<file path="src/rtl/core/mdacc_pkg.sv">
// Package for the morph delta accumulator: field widths, operation codes,
// default parameter values and the lane control struct. No dependencies.
package mdacc_pkg;

  localparam int unsigned DATA_W       = 16;
  localparam int unsigned IDX_W        = 10;
  localparam int unsigned WEIGHT_W     = 16;
  localparam int unsigned OP_W         = 2;
  localparam int unsigned LANES        = 3;
  localparam int unsigned WORD_W       = LANES * DATA_W;
  localparam int unsigned PROD_W       = 2 * DATA_W;

  localparam int unsigned DEF_ENTRIES  = 1024;
  localparam int unsigned DEF_WFRAC    = 12;

  // Operation codes; the spare code behaves as a read.
  localparam logic [OP_W-1:0] OP_LOAD  = 2'd0;
  localparam logic [OP_W-1:0] OP_ACCUM = 2'd1;
  localparam logic [OP_W-1:0] OP_READ  = 2'd2;

  typedef struct packed {
    logic            mul_en;
    logic [OP_W-1:0] op;
  } lane_ctrl_t;

endpackage

</file>
<file path="src/rtl/core/mdacc_lane.sv">
// One component lane: weight times delta, truncate toward zero, saturate,
// then load, accumulate or pass the stored value. Depends on mdacc_pkg.
module mdacc_lane #(
  parameter int unsigned WEIGHT_FRAC_BITS = mdacc_pkg::DEF_WFRAC
) (
  input  logic                                  clk_i,
  input  mdacc_pkg::lane_ctrl_t                 ctrl_i,
  input  logic signed [mdacc_pkg::WEIGHT_W-1:0] weight_i,
  input  logic signed [mdacc_pkg::DATA_W-1:0]   delta_i,
  input  logic        [mdacc_pkg::DATA_W-1:0]   stored_i,
  output logic        [mdacc_pkg::DATA_W-1:0]   result_o
);
  import mdacc_pkg::*;

  localparam logic signed [PROD_W-1:0] BIAS    = PROD_W'((1 << WEIGHT_FRAC_BITS) - 1);
  localparam logic signed [PROD_W-1:0] SAT_MAX = PROD_W'(32767);
  localparam logic signed [PROD_W-1:0] SAT_MIN = -PROD_W'(32768);

  logic signed [PROD_W-1:0] prod_q;
  logic signed [PROD_W-1:0] biased;
  logic signed [PROD_W-1:0] shifted;
  logic        [DATA_W-1:0] scaled;

  always_ff @(posedge clk_i) begin
    if (ctrl_i.mul_en) begin
      prod_q <= PROD_W'(weight_i) * PROD_W'(delta_i);
    end
  end

  // Bias negative products so the arithmetic shift rounds toward zero.
  assign biased  = prod_q[PROD_W-1] ? (prod_q + BIAS) : prod_q;
  assign shifted = biased >>> WEIGHT_FRAC_BITS;

  always_comb begin
    if (shifted > SAT_MAX) begin
      scaled = SAT_MAX[DATA_W-1:0];
    end else if (shifted < SAT_MIN) begin
      scaled = SAT_MIN[DATA_W-1:0];
    end else begin
      scaled = shifted[DATA_W-1:0];
    end
  end

  always_comb begin
    case (ctrl_i.op)
      OP_LOAD:  result_o = delta_i;
      OP_ACCUM: result_o = stored_i + scaled;
      default:  result_o = stored_i;
    endcase
  end

endmodule

</file>
<file path="config.mk">
export PLATFORM = sky130hd
export DESIGN_NAME = mdacc_lane
export DESIGN_NICKNAME = d
export VERILOG_FILES = /design/src/rtl/core/mdacc_pkg.sv /design/src/rtl/core/mdacc_lane.sv
export SDC_FILE = /design/constraint.sdc
export NUM_CORES = 1
export LEC_CHECK = 0
export BUFFER_PORTS_ARGS = -buffer_cell sky130_fd_sc_hd__buf_4
export CAP_MARGIN = 25
export CORE_UTILIZATION = 53
export CTS_CLUSTER_DIAMETER = 200
export CTS_CLUSTER_SIZE = 16
export DETAILED_ROUTE_END_ITERATION = 16
export PLACE_DENSITY = 0.76
export SLEW_MARGIN = 10
export SYNTH_ARGS = -nofsm -noshare
export SYNTH_HDL_FRONTEND = slang
export SYNTH_SLANG_ARGS = --single-unit
</file>
<file path="constraint.sdc">
create_clock -name clk_i -period 7.46 [get_ports clk_i]
set_input_delay 1.119 -clock clk_i [delete_from_list [all_inputs] [get_ports clk_i]]
set_output_delay 1.119 -clock clk_i [all_outputs]
set_load 0.01 [all_outputs]
</file>
==> summary.md <==
| Metric | Value |
|---|---|
| RSZ-0062 raised after global routing | no |
| Placed insts | 1642 |
| Largest Register | prod_q |
| Synth Net Count | 1749 |
| Die ar. | 23590 sq um |
| Syn avg cell area | 9.131 sq um |
| Final Hold Fails | 0 |
| Fin util | 0.5774 |
| H-tree Lvls | 2 |
| Clock-pin slew on the worst setup and hold paths | 0.05 ns |
| Critical path launch point type | input pin |
| Port Buffers | 67 |
| Synth top area cells | fa_1 (43%), ha_1 (10%), inv_1 (9.5%) |
| Non-Filler Instances | 1650 |
| Met1 GRT Util | 0.2961 |
| Pre-antenna DRT Iters | 5 |
| Total gr overflow | 0 |
| Maximum clock insertion buffer count | 2 |
| Post-synth EDFFs | 32 |
| Status | finished, final reports clean |
| Via total after detailed routing | 8887 |
| Initial drt markers | 470 |
| DP Worst Slack | 0.3390 ns |
| Top flop regs | prod_q (32) |
| Share of cells above drive strength 1 | 0.06300 |
| Total Routed Length | 26720 um |
| Nets@finish | 1779 |
| Vias per cell | 5.386 |
| Area growth syn-to-layout | 7.006% |
| Initial antenna violation count | 0 |
| Synth unique cells | 53 |
| Avg WL per Cell | 16.19 um |
| Fin worst setup slack | 0.5887 ns |
| Max reg flops | 32 |
| Slew @ Worst Pin | 0.8323 ns |
| Fillers | 1933 |
| Top_reg_cell synth | edfxtp_1 |
| TNS Setup | 0 ns |
| Num ports | 68 |
| CTS buffer count | 5 |
| Flops & latches, synth | 32 |
| Crit-path max FO | 16 |
| Asr flop ratio synth | 0 |
| GRT met3 Usage | 0.03269 |
| Slew headroom | 0.4391 |
| Total setup buffers inserted after CTS | 0 |
| Critical Path AT | 6.90 ns |
| DRC | 0 |
| Initial Util | 0.5396 |
| Hold buffer count at cts | 0 |
| Crit path required time | 7.49 ns |
| Die Ht | 153.6 um |
| Yosys top cell area share | 0.4323 |
| Wire length of the first global-routing pass | 45320 um |
| Max-cap violations | 0 |
| Resized cells post-CTS | 0 |
| Diode count | 0 |
| Sequential area share after synthesis | 0.07889 |
| Mapped Cells | 1334 |
| Yosys top cell by area | fa_1 |
| Core area | 22570 sq um |
| Synth cell count leaders | inv_1 (307), fa_1 (263), nand2_1 (180) |
| Total GRT Usage | 0.2397 |
| YS warnings | 0 |
| Endpoints failing setup | 0 |
| CTS tree | built |
| Hold crit path type | input pin to register |
| Most frequent cell after synthesis | inv_1 |
| Period utilization | 0.9211 |
| Gp weighted congestion | 0.8679 |
| Final min period | 6.871 ns |
| Most crowded layer after global routing | met2 |
| Fmax | 145.5 MHz |
| CTS sink count | 32 |
| Mapped cell area | 12180 sq um |
| Met2 Resource Use GR | 0.4426 |
| Rows | 55 |
| Chip Width | 153.6 um |
| Pins Over Slew Limit | 0 |
| Routed Antenna Nets | 0 |
| Clk Tree Root Cell | clkbuf_16 |
| Crit Path Category | input pin to register |
| Pin count of the biggest net entering global routing | 33 |
| Hpwl dp | 22630 um |
| Vias in the first global route | 9618 |
| Worst setup EP type | register |
layer usage:
metal | routed length, um | up-vias
met2 | 14020 | 202
li1 | - | 4107
met5 | 0 | -
met3 | 1215 | 44
met4 | 568 | 0
met1 | 10910 | 4534
path summary, 6_finish.rpt:
check / startpoint / end / slack [ns] / cells after the start
min: ctrl_i[2] / prod_q[1]$_DFFE_PP_ / 1.29 / 1
max: weight_i[15] / prod_q[28]$_DFFE_PP_ / 0.59 / 22
kinds of logic (layout without fill, tap and decap cells):
| logic type | count (synthesis) | after routing | share of synthesized area |
|---|---|---|---|
| flip-flops | 32 | 32 | 0.07889 |
| adder cells (fa/ha/maj) | 363 | 363 | 0.5350 |
| XOR/XNOR | 65 | 65 | 0.04674 |
| AND/OR/NAND/NOR | 369 | 369 | 0.1465 |
| buffers and inverters | 353 | 384 | 0.1097 |
| AO/OA/AOI/OAI | 141 | 141 | 0.07417 |
| multiplexers | 11 | 11 | 0.009040 |
through the flow:
| stage | cell area (sq um) | hold WS [ns] |
|---|---|---|
| final | 13030 | 1.294 |
| after floorplan | 12180 | 1.232 |
| after global placement | 12870 | 1.584 |
| after CTS | 13030 | 1.301 |
| after detailed placement | 12870 | 1.584 |
| after global routing | 13030 | 1.308 |
layout by cell type (no fill, tap or decap), drive strengths merged, types with 2 or more instances in the layout:
master	count
a221oi	2
nand2	180
inv	307
edfxtp	32
o2111ai	2
nor2	29
a21oi	29
or3	4
o21a	6
xnor2	41
nor3	5
fa	263
a31oi	4
xor2	24
nor2b	2
a211oi	4
o31a	2
buf	69
o31ai	2
or2	2
nor3b	2
o21bai	6
o22ai	2
and2	101
nand2b	8
clkbuf	5
o211a	2
ha	100
nand4	8
o21ai	53
mux2i	11
clkinv	2
nor4	3
a21o	19
or4	4
and3	6
nand3	14
final cells by class:
type	instances	area, sq um	area share
Inverter	307	1152	0.08841
Clock inverter	3	37.54	0.002880
Sequential cell	32	960.9	0.07373
Clock buffer	5	125.1	0.009600
Multi-Input combinational cell	949	9883	0.7583
Tap cell	285	356.6	0.02736
Timing Repair Buffer	69	518.0	0.03974
worst max-delay path: stages:
cell and delay [ns]:
buf_4 0.18, nand2_1 0.12, inv_1 0.09, fa_1 0.68
inv_1 0.14, fa_1 0.50, inv_1 0.05, fa_1 0.48
fa_1 0.51, fa_1 0.50, inv_1 0.05, fa_1 0.47
inv_1 0.04, ha_1 0.32, and3_1 0.23, a21boi_0 0.17
o21ai_0 0.19, o31ai_1 0.13, a221oi_1 0.50, o21ai_0 0.15
a21oi_1 0.20, xnor2_1 0.08
Power is left out: the tool's default activity adds up to more than one toggle a clock period on the data nets, which glitch-free logic cannot reach.
