==> config.mk <==
export PLATFORM = sky130hd
export DESIGN_NAME = mdacc_merge
export DESIGN_NICKNAME = d
export VERILOG_FILES = /design/src/rtl/core/mdacc_pkg.sv /design/src/rtl/core/mdacc_merge.sv
export SDC_FILE = /design/constraint.sdc
export NUM_CORES = 1
export LEC_CHECK = 0
export BUFFER_PORTS_ARGS = -buffer_cell sky130_fd_sc_hd__buf_2
export CORE_UTILIZATION = 25
export CTS_CLUSTER_SIZE = 24
export DETAILED_ROUTE_END_ITERATION = 8
export PLACE_DENSITY = 0.53
export SLEW_MARGIN = 15
export SYNTH_ARGS = -nofsm -noshare
export SYNTH_HDL_FRONTEND = slang
export SYNTH_SLANG_ARGS = --single-unit
==> constraint.sdc <==
create_clock -name clk_i -period 1.3 [get_ports clk_i]
set_clock_uncertainty 0.05 [all_clocks]
set_input_delay 0.13 -clock clk_i [delete_from_list [all_inputs] [get_ports clk_i]]
set_output_delay 0.13 -clock clk_i [all_outputs]
set_load 0.01 [all_outputs]
==> src/rtl/core/mdacc_pkg.sv <==
// Package for the morph delta accumulator: field widths, operation codes,
// default parameter values and the lane control struct. No dependencies.
package mdacc_pkg;

  localparam int unsigned DATA_W       = 16;
  localparam int unsigned IDX_W        = 10;
  localparam int unsigned WEIGHT_W     = 16;
  localparam int unsigned OP_W         = 2;
  localparam int unsigned LANES        = 3;
  localparam int unsigned WORD_W       = LANES * DATA_W;
  localparam int unsigned PROD_W       = 2 * DATA_W;

  localparam int unsigned DEF_ENTRIES  = 1024;
  localparam int unsigned DEF_WFRAC    = 12;

  // Operation codes; the spare code behaves as a read.
  localparam logic [OP_W-1:0] OP_LOAD  = 2'd0;
  localparam logic [OP_W-1:0] OP_ACCUM = 2'd1;
  localparam logic [OP_W-1:0] OP_READ  = 2'd2;

  typedef struct packed {
    logic            mul_en;
    logic [OP_W-1:0] op;
  } lane_ctrl_t;

endpackage

==> src/rtl/core/mdacc_merge.sv <==
// Merge stage: packs the lane results into one store word and holds the
// result beat until the receiver takes it. Depends on mdacc_pkg.
module mdacc_merge (
  input  logic                                  clk_i,
  input  logic                                  rst_ni,
  input  logic                                  load_i,
  input  logic [mdacc_pkg::DATA_W-1:0]          lane_x_i,
  input  logic [mdacc_pkg::DATA_W-1:0]          lane_y_i,
  input  logic [mdacc_pkg::DATA_W-1:0]          lane_z_i,
  output logic [mdacc_pkg::WORD_W-1:0]          word_o,
  output logic                                  full_o,
  output logic                                  out_valid_o,
  input  logic                                  out_ready_i,
  output logic signed [mdacc_pkg::DATA_W-1:0]   value_x_o,
  output logic signed [mdacc_pkg::DATA_W-1:0]   value_y_o,
  output logic signed [mdacc_pkg::DATA_W-1:0]   value_z_o
);
  import mdacc_pkg::*;

  logic              valid_q, valid_d;
  logic [WORD_W-1:0] word_q;

  assign word_o = {lane_x_i, lane_y_i, lane_z_i};

  always_comb begin
    valid_d = valid_q;
    if (out_ready_i) begin
      valid_d = 1'b0;
    end
    if (load_i) begin
      valid_d = 1'b1;
    end
  end

  always_ff @(posedge clk_i or negedge rst_ni) begin
    if (!rst_ni) begin
      valid_q <= 1'b0;
    end else begin
      valid_q <= valid_d;
    end
  end

  always_ff @(posedge clk_i) begin
    if (load_i) begin
      word_q <= word_o;
    end
  end

  // Hold a stalled beat; the sequencer loads only when this is free.
  assign full_o      = valid_q && !out_ready_i;
  assign out_valid_o = valid_q;
  assign value_x_o   = word_q[3*DATA_W-1:2*DATA_W];
  assign value_y_o   = word_q[2*DATA_W-1:DATA_W];
  assign value_z_o   = word_q[DATA_W-1:0];

endmodule

==> results of run 1 <==
==> path summary, 6_finish.rpt <==
| kind | end | startpoint | slack, ns | depth (start not counted) |
|---|---|---|---|---|
| max reg2reg | out_valid_o$_DFFE_PN0P_ | out_valid_o$_DFFE_PN0P_ | 0.44 | 2 |
| max | word_o[26] | lane_y_i[10] | 0.18 | 3 |
| max in group asynchronous | out_valid_o$_DFFE_PN0P_ | rst_ni | 1.02 | 2 |
| min reg2reg | out_valid_o$_DFFE_PN0P_ | out_valid_o$_DFFE_PN0P_ | 0.56 | 2 |
| min | out_valid_o$_DFFE_PN0P_ | rst_ni | 0.10 | 2 |
| min in group clk_i | out_valid_o$_DFFE_PN0P_ | out_ready_i | 0.13 | 3 |
==> per-layer routing <==
layer	GRT usage, %	vias to the layer above	routed length, µm
li1	-	618	-
met1	10.7	607	1560
met2	19.2	88	2150
met3	3.77	5	338
met4	4.02	0	57
met5	0	-	0
==> metrics by stage <==
step	cell area (µm²)	utilization, %
global placement	2370	34.0
floorplan	1850	-
finish	2940	42.2
detailed placement	2370	34.0
CTS	2940	42.2
global route	2940	42.2
==> kinds of logic (layout without fill, tap and decap cells) <==
group	count (synthesis)	count (layout)	synth area share, %
flip-flops	49	49	79.4
buffers and inverters	48	207	19.5
AND/OR/NAND/NOR	2	2	1.08
==> report_power, final <==
part | total [mW] | internal [mW] | switching, mW | leakage, nW
Sequential | 1.90 | 1.87 | 0.0276 | 0.481
Clock | 0.831 | 0.383 | 0.448 | 0.0395
Combinational | 0.555 | 0.290 | 0.264 | 0.811
Total | 3.28 | 2.54 | 0.740 | 1.33
==> sequential cells by signal (all words and copies together), names as in the netlist <==
register,count
word_q,48
out_valid_o,1
==> layout make-up <==
type                       instances  share of cell area (%)
clock buffer                       8                    2.72
sequential                        49                    49.8
multi-input combinational          2                   0.680
timing repair buffer             199                    42.7
tap                               96                    4.08
==> cells in the mapped netlist (all sizes together) <==
master / n
dfrtp: 1
edfxtp: 48
nor2b: 1
or2: 1
buf: 48
==> cells in the final DEF (no fill, tap or decap) <==
cell | netlist | layout
buf_12 | 0 | 1
buf_2 | 0 | 149
clkbuf_8 | 0 | 5
clkbuf_1 | 0 | 3
nor2b_4 | 1 | 1
or2_1 | 1 | 1
edfxtp_1 | 48 | 48
dfrtp_1 | 1 | 1
dlygate4sd3_1 | 0 | 49
==> what timing repair did <==
item | in CTS | in global routing
hold buffers | 49 | 0
setup buffers | 0 | 0
hold endpoints to repair | 49 | 0
==> run metrics, run 1 <==
outcome=finished clean; post-synthesis register bit count=49; GR Overflow Total=0; area grow syn2layout=59.3%; DR vias=1318; first-pass GRT wire length=5970 µm; sum of negative setup slack=0 ns; Fillers=654; Synth top area share=78.0%; VDD IR max=0.000378 V; HPWL after detailed placement=2670 µm; Gate Count Post-Synth=99; layout cells sized above 1=60.5%; RSZ-0062 raised after global routing=false; core area=6980 µm²; Max-cap violations=0; cell taking the most area after synthesis=edfxtp_1; Antenna diodes=0; Multi-input gate area=20.0 µm²; Critical Path End Type=output port; worst setup path class=in2out; drt total wl=4110 µm; Tightest Hold Check Type=in2async; Tot GR Track Use=10.4%; DR vias/cell=3.72; pin count of the biggest net entering global routing=50; buffers and inverters on the worst path=3; Die H=88.0 µm; Yosys cell types=5; Ports=150; CP top delay family=buffers and inverters; Data required, critical path=1.12 ns; DRC Markers=0; final std cells w/o fill=354; Die X-Extent=88.0 µm; Worst Path Max Fanout=2; Arr. time, crit path=~0.94 ns; TritonCTS sink count=49; Max stage delay on crit path=0.54 ns; Syn Nets=151; CTS Buf Count=5; H-tree Lvls=2; fin crit share=between 80% and 90%; dominant cells by area after synthesis=edfxtp_1, buf_4, dfrtp_1; PD cells=1120 nW/µm²; slowest stage cell, crit path=dlygate4sd3_1; initial core utilization=26.5%; Post-layout nets=309; placed cells=297; Avg WL per Cell=11.6 µm; crit-path most repeated cell=buf_2; antenna violations before repair=0; gp weighted congestion=approximately 0.63; Tmin final=1.12 ns; Slew @ Worst Pin=0.273 ns; LEAKAGE=1.33 nW; FF/Latch Area=1470 µm²; Setup violations, final=0; Syn. warnings=0; Root Driver=clkbuf_8; Max Slew Vio Count=0; Worst-path clk slew=0.08 ns; Final Hold Viols=0; drt first pass iters=3; Clock Latency Late Sink=0.28 ns; Seq/Total Area, Yosys=79.4%; cts repair resizes=0; max frequency=around 0.9 GHz; total power=about 3.3 mW; Startpoint Class=primary input; Slew Limit Headroom=81.8%; antenna-violating nets left=0; final worst-path setup slack=0.183 ns; CTS tree=yes; CTS max path bufs=2; CP cell instances=dlygate4sd3_1 > buf_2 > buf_2; die area=7740 µm²; Mapped Area=~1800 µm²; IO buf count=between 100 and 150; dpl ws=0.413 ns; initial drt markers=14; mean post-synth cell area=18.7 µm²; row cnt=30; WHS=~0.1 ns; vias in the first global route=roughly 1300
Power figures use the tool's default switching activity.
==> run 2: changes to the inputs <==
==> constraint.sdc (replaced) <==
create_clock -name clk_i -period 1.3 [get_ports clk_i]
set_clock_uncertainty 0.05 [all_clocks]
set_input_delay 0.26 -clock clk_i [delete_from_list [all_inputs] [get_ports clk_i]]
set_output_delay 0.26 -clock clk_i [all_outputs]
set_load 0.01 [all_outputs]
==> run 2 against run 1 <==
Net effect: critical path depth fell by 1; sequential cell count did not move; total power fell by 3.9%; utilization fell by 6.6 points; largest cell class unchanged; non-clock buffer count fell by 47; clock-buffer cell count fell by 2; combinational power fell by 19%; via count fell by 15%; worst hold slack barely moved.
==> run metrics, run 2 (same netlist as run 1, synthesis figures left out) <==
RSZ-0062 raised after global routing=false; dpl ws=0.331 ns; R2R setup slack=0.43 ns; CTS Buf Count=5; Avg WL per Cell=11.6 µm; max frequency=roughly 0.81 GHz; layout cells sized above 1=74.8%; die area=around 7700 µm²; Placed Area=2390 µm²; DR vias/cell=3.64; Slew @ Worst Pin=0.152 ns; initial drt markers=25; hold_sp=lane_z_i[14]; DR vias=~1100; TritonCTS sink count=49; Worst Path Max Fanout=2; Final Cell Area=2480 µm²; Final Hold Viols=0; r2r startpoint=out_valid_o$_DFFE_PN0P_; cts repair resizes=0; Max-cap violations=0; initial core utilization=26.5%; row cnt=30; core area=roughly 7000 µm²; LEAKAGE=1.14 nW; Worst-path clk slew=0.08 ns; gp weighted congestion=0.635; Max stage delay on crit path=0.38 ns; most common cell after layout, fill and taps aside=buf_2; Clock Latency Late Sink=0.29 ns; max reg flops=between 40 and 50; Tmin final=1.23 ns; HPWL after detailed placement=2850 µm; antenna violations before repair=0; PD cells=around 1300 nW/µm²; slowest stage cell, crit path=dfrtp_1; CTS max path bufs=2; worst setup path class=reg2out; area grow syn2layout=34.2%; final worst-path setup slack=0.0659 ns; Die H=88.0 µm; sum of negative setup slack=0 ns; Tot GR Track Use=under 10%; Largest Register=word_q; CP cell instances=nor2b_4 > buf_2; first-pass GRT wire length=4840 µm; Max Slew Vio Count=0; Arr. time, crit path=0.92 ns; worst r2r dst=out_valid_o$_DFFE_PN0P_; Startpoint Class=register; Tightest Hold Check Type=in2reg; IO buf count=~150; Ports=150; drt total wl=between 3000 and 4000 µm; outcome=finished clean; Antenna diodes=0; fin crit share=94.9%; Die X-Extent=88.0 µm; Slew Limit Headroom=approximately nine tenths; DRC Markers=0; VDD IR max=0.000388 V; Data required, critical path=0.99 ns; CP top delay family=flip-flops; GR Overflow Total=0; H-tree Lvls=2; Worst Hold End=word_q[14]$_DFFE_PP_; buffers and inverters on the worst path=1; Root Driver=clkbuf_8; Setup violations, final=0; worst reg-to-reg path cell count=2; Critical Path End Type=output port; Post-layout nets=approximately 260; most frequent cells in the layout=buf_2, edfxtp_1, clkbuf_8; drt first pass iters=3; WHS Path Cells=1; vias in the first global route=986; CTS tree=yes; antenna-violating nets left=0; pin count of the biggest net entering global routing=29
[run 2: changes by cell type in the layout (fill, tap and decap cells not counted), sizes merged]
cell | previous run | this run
buf | 150 | 151
dlygate4sd3 | 49 | 1
clkbuf | 8 | 6
clkinv | 0 | 1
[run 2: layout make-up]
type                    instances  area, µm²
well taps                      96        120
clock inverters                 1       3.75
clock buffers                   6       72.6
flip-flops and latches         49       1470
multi-input cells               2       20.0
repair buffers                152        796
fillers                       698       4500
[run 2: what timing repair did]
| action | in CTS | in global routing |
|---|---|---|
| hold buffers | 1 | 0 |
| setup buffers | 0 | 0 |
| setup endpoints to repair | 0 | 0 |
| endpoints found under the hold margin | 1 | 0 |
[run 2: worst max path at each step]
stage,from,end,slack [ns],cells past startpoint
6_report,out_valid_o$_DFFE_PN0P_,full_o,0.07,2
4_1_cts,out_valid_o$_DFFE_PN0P_,full_o,0.04,2
2_1_floorplan,out_valid_o$_DFFE_PN0P_,out_valid_o$_DFFE_PN0P_,0.40,2
3_3_place_gp,load_i,word_q[9]$_DFFE_PP_,0.33,2
3_5_place_dp,load_i,out_valid_o$_DFFE_PN0P_,0.33,3
5_1_grt,out_valid_o$_DFFE_PN0P_,full_o,0.01,2
[run 2: metal layers]
layer / GRT usage [%] / vias up / wire length, µm
li1: - / 520 / -
met1: 9.95 / 500 / 1390
met2: 14.2 / 88 / 1720
met3: 3.49 / 6 / 378
met4: 4.02 / 0 / 61
met5: 0 / - / 0
[run 2: power breakdown]
part	leakage (nW)	internal, mW	switching, mW
sequential	0.481	1.87	0.0262
combinational	0.620	0.203	0.246
clock	0.0387	0.363	0.447
total	1.14	2.43	0.720
[run 2: metrics by stage]
stage / utilization [%] / cells / total power, mW / hold slack [ns]
3_3_place_gp: 34.3 / 298 / 2.38 / -0.0149
5_1_grt: 35.5 / 306 / 3.32 / 0.0823
6_report: 35.5 / 306 / 3.15 / 0.100
4_1_cts: 35.5 / 306 / 3.22 / 0.0847
2_1_floorplan: - / 99 / 2.17 / -0.0856
3_5_place_dp: 34.3 / 298 / 2.39 / -0.00910
[run 2: worst register-to-register path: stages (launching register included)]
cell     delay [ns]
dfrtp_1        0.38
nor2b_4        0.13
or2_1          0.20
==> run 3: changes to the inputs <==
- PLACE_DENSITY: 0.53 -> default
- PLACE_DENSITY_LB_ADDON: default -> 0.25
- RECOVER_POWER: default -> 25
- clock period: 1.3 -> 1.4 ns (I/O delays scaled with it)
==> run 3 against run 2 <==
Net effect: sequential cell count stayed put; worst setup slack better by 0.061 ns; global-route usage is 0.25 points lower; die area stayed put; via count is 0.63% lower; critical endpoint unchanged; sequential power is 7% lower; sequential share of layout area is 0.60 points higher; largest cell class unchanged; combinational power is 10% lower.
==> run metrics, run 3 (same netlist as run 1, synthesis figures left out) <==
outcome=finished clean; Die H=88.0 µm; max reg flops=48; Slew @ Worst Pin=about 0.26 ns; antenna-violating nets left=0; layout cells sized above 1=66.7%; LEAKAGE=1.08 nW; Clock Latency Late Sink=0.30 ns; CTS Buf Count=5; worst reg-to-reg path cell count=2; HPWL after detailed placement=2700 µm; fin crit share=90.9%; R2R setup slack=~0.53 ns; worst r2r dst=out_valid_o$_DFFE_PN0P_; IO buf count=roughly 150; pin count of the biggest net entering global routing=50; Largest Register=word_q; PD cells=1230 nW/µm²; Worst-path clk slew=0.10 ns; initial drt markers=46; placed cells=297; Tmin final=roughly 1.3 ns; Setup crit end=full_o; Critical Path End Type=output port; antenna violations before repair=0; row cnt=30; H-tree Lvls=2; most common cell after layout, fill and taps aside=buf_2; Final Hold Viols=0; RSZ-0062 raised after global routing=false; Setup violations, final=0; Antenna diodes=0; Slew Limit Headroom=between 80 and 90%; gp weighted congestion=~0.64; DR vias=1107; Tightest Hold Check Type=in2reg; Root Driver=clkbuf_8; initial core utilization=26.5%; Post-layout nets=between 200 and 300; drt total wl=3510 µm; WHS Path Cells=1; area grow syn2layout=32.9%; Data required, critical path=1.07 ns; max frequency=slightly below 0.8 GHz; Die X-Extent=88.0 µm; VDD IR max=0.000415 V; grt met1 use=8.66%; Max-cap violations=0; CP cell instances=nor2b_4 > buf_2; CTS tree=yes; core area=approximately 7000 µm²; die area=7740 µm²; TritonCTS sink count=between 40 and 50; worst setup path class=reg2out; CTS max path bufs=2; final std cells w/o fill=306; Tot GR Track Use=8.44%; most frequent cells in the layout=buf_2, edfxtp_1, clkbuf_1; Avg WL per Cell=11.5 µm; sum of negative setup slack=0 ns; GR peak layer=met2; drt first pass iters=3; slowest stage cell, crit path=dfrtp_1; first-pass GRT wire length=between 4000 and 5000 µm; Ports=150; Max stage delay on crit path=0.39 ns; Worst Path Max Fanout=2; grt met2 use=roughly 15%; source of the critical timing path=out_valid_o$_DFFE_PN0P_; Arr. time, crit path=0.94 ns; DR vias/cell=3.62; Max Slew Vio Count=0; DRC Markers=0; met3 GRT Util=3.39%; post-CTS setup buffer count=0; Startpoint Class=register; GR Overflow Total=0; vias in the first global route=869; r2r startpoint=out_valid_o$_DFFE_PN0P_
-- run 3: area by class of cell --
type / count / area, µm²
clock buffer: 5 / 68.8
tap: 96 / 120
fill: 709 / 4530
timing repair buffer: 151 / 752
clock inverter: 3 / 26.3
sequential: 49 / 1470
multi-input combinational: 2 / 20.0
-- run 3: how the worst min path moves through the flow --
stage                     start                 endpoint  slack (ns)
global route        lane_x_i[9]     word_q[41]$_DFFE_PP_        0.09
finish              lane_x_i[2]     word_q[34]$_DFFE_PP_        0.11
detailed placement       rst_ni  out_valid_o$_DFFE_PN0P_        0.01
floorplan                rst_ni  out_valid_o$_DFFE_PN0P_       -0.07
CTS                 lane_x_i[9]     word_q[41]$_DFFE_PP_         0.1
global placement         rst_ni  out_valid_o$_DFFE_PN0P_       0.005
-- run 3: power by group --
group	internal (mW)	switching (mW)
Sequential	1.73	0.0221
Clock	0.364	0.496
Combinational	0.175	0.227
-- run 3: critical path: cells and delay by family, from the launching register on --
kind | cells | cell delay, ns
AND/OR/NAND/NOR | 1 | 0.12
buffers and inverters | 1 | 0.13
flip-flops | 1 | 0.39
-- run 3: timing repair --
item                      in CTS  in global routing
hold endpoints to repair       1                  0
resized for setup              0                  0
hold buffers                   1                  0
-- run 3: per-layer routing --
layer / share of wire [%] / wire (µm)
met2: 53 / 1860
met5: 0 / 0
met3: 8.8 / 307
met4: 1.6 / 56
met1: 37 / 1280
-- run 3: through the flow --
step	power (mW)	hold slack (ns)	area (µm²)	worst slack (ns)	utilization (%)
after floorplan	2.01	-0.0656	1850	0.500	-
after global placement	2.21	0.00497	2370	0.368	34.0
after detailed placement	2.21	0.0101	2370	0.361	34.0
after CTS	3.09	0.0964	2480	0.107	35.5
after global routing	3.16	0.0918	2450	0.0883	35.1
final	3.02	0.112	2450	0.127	35.1
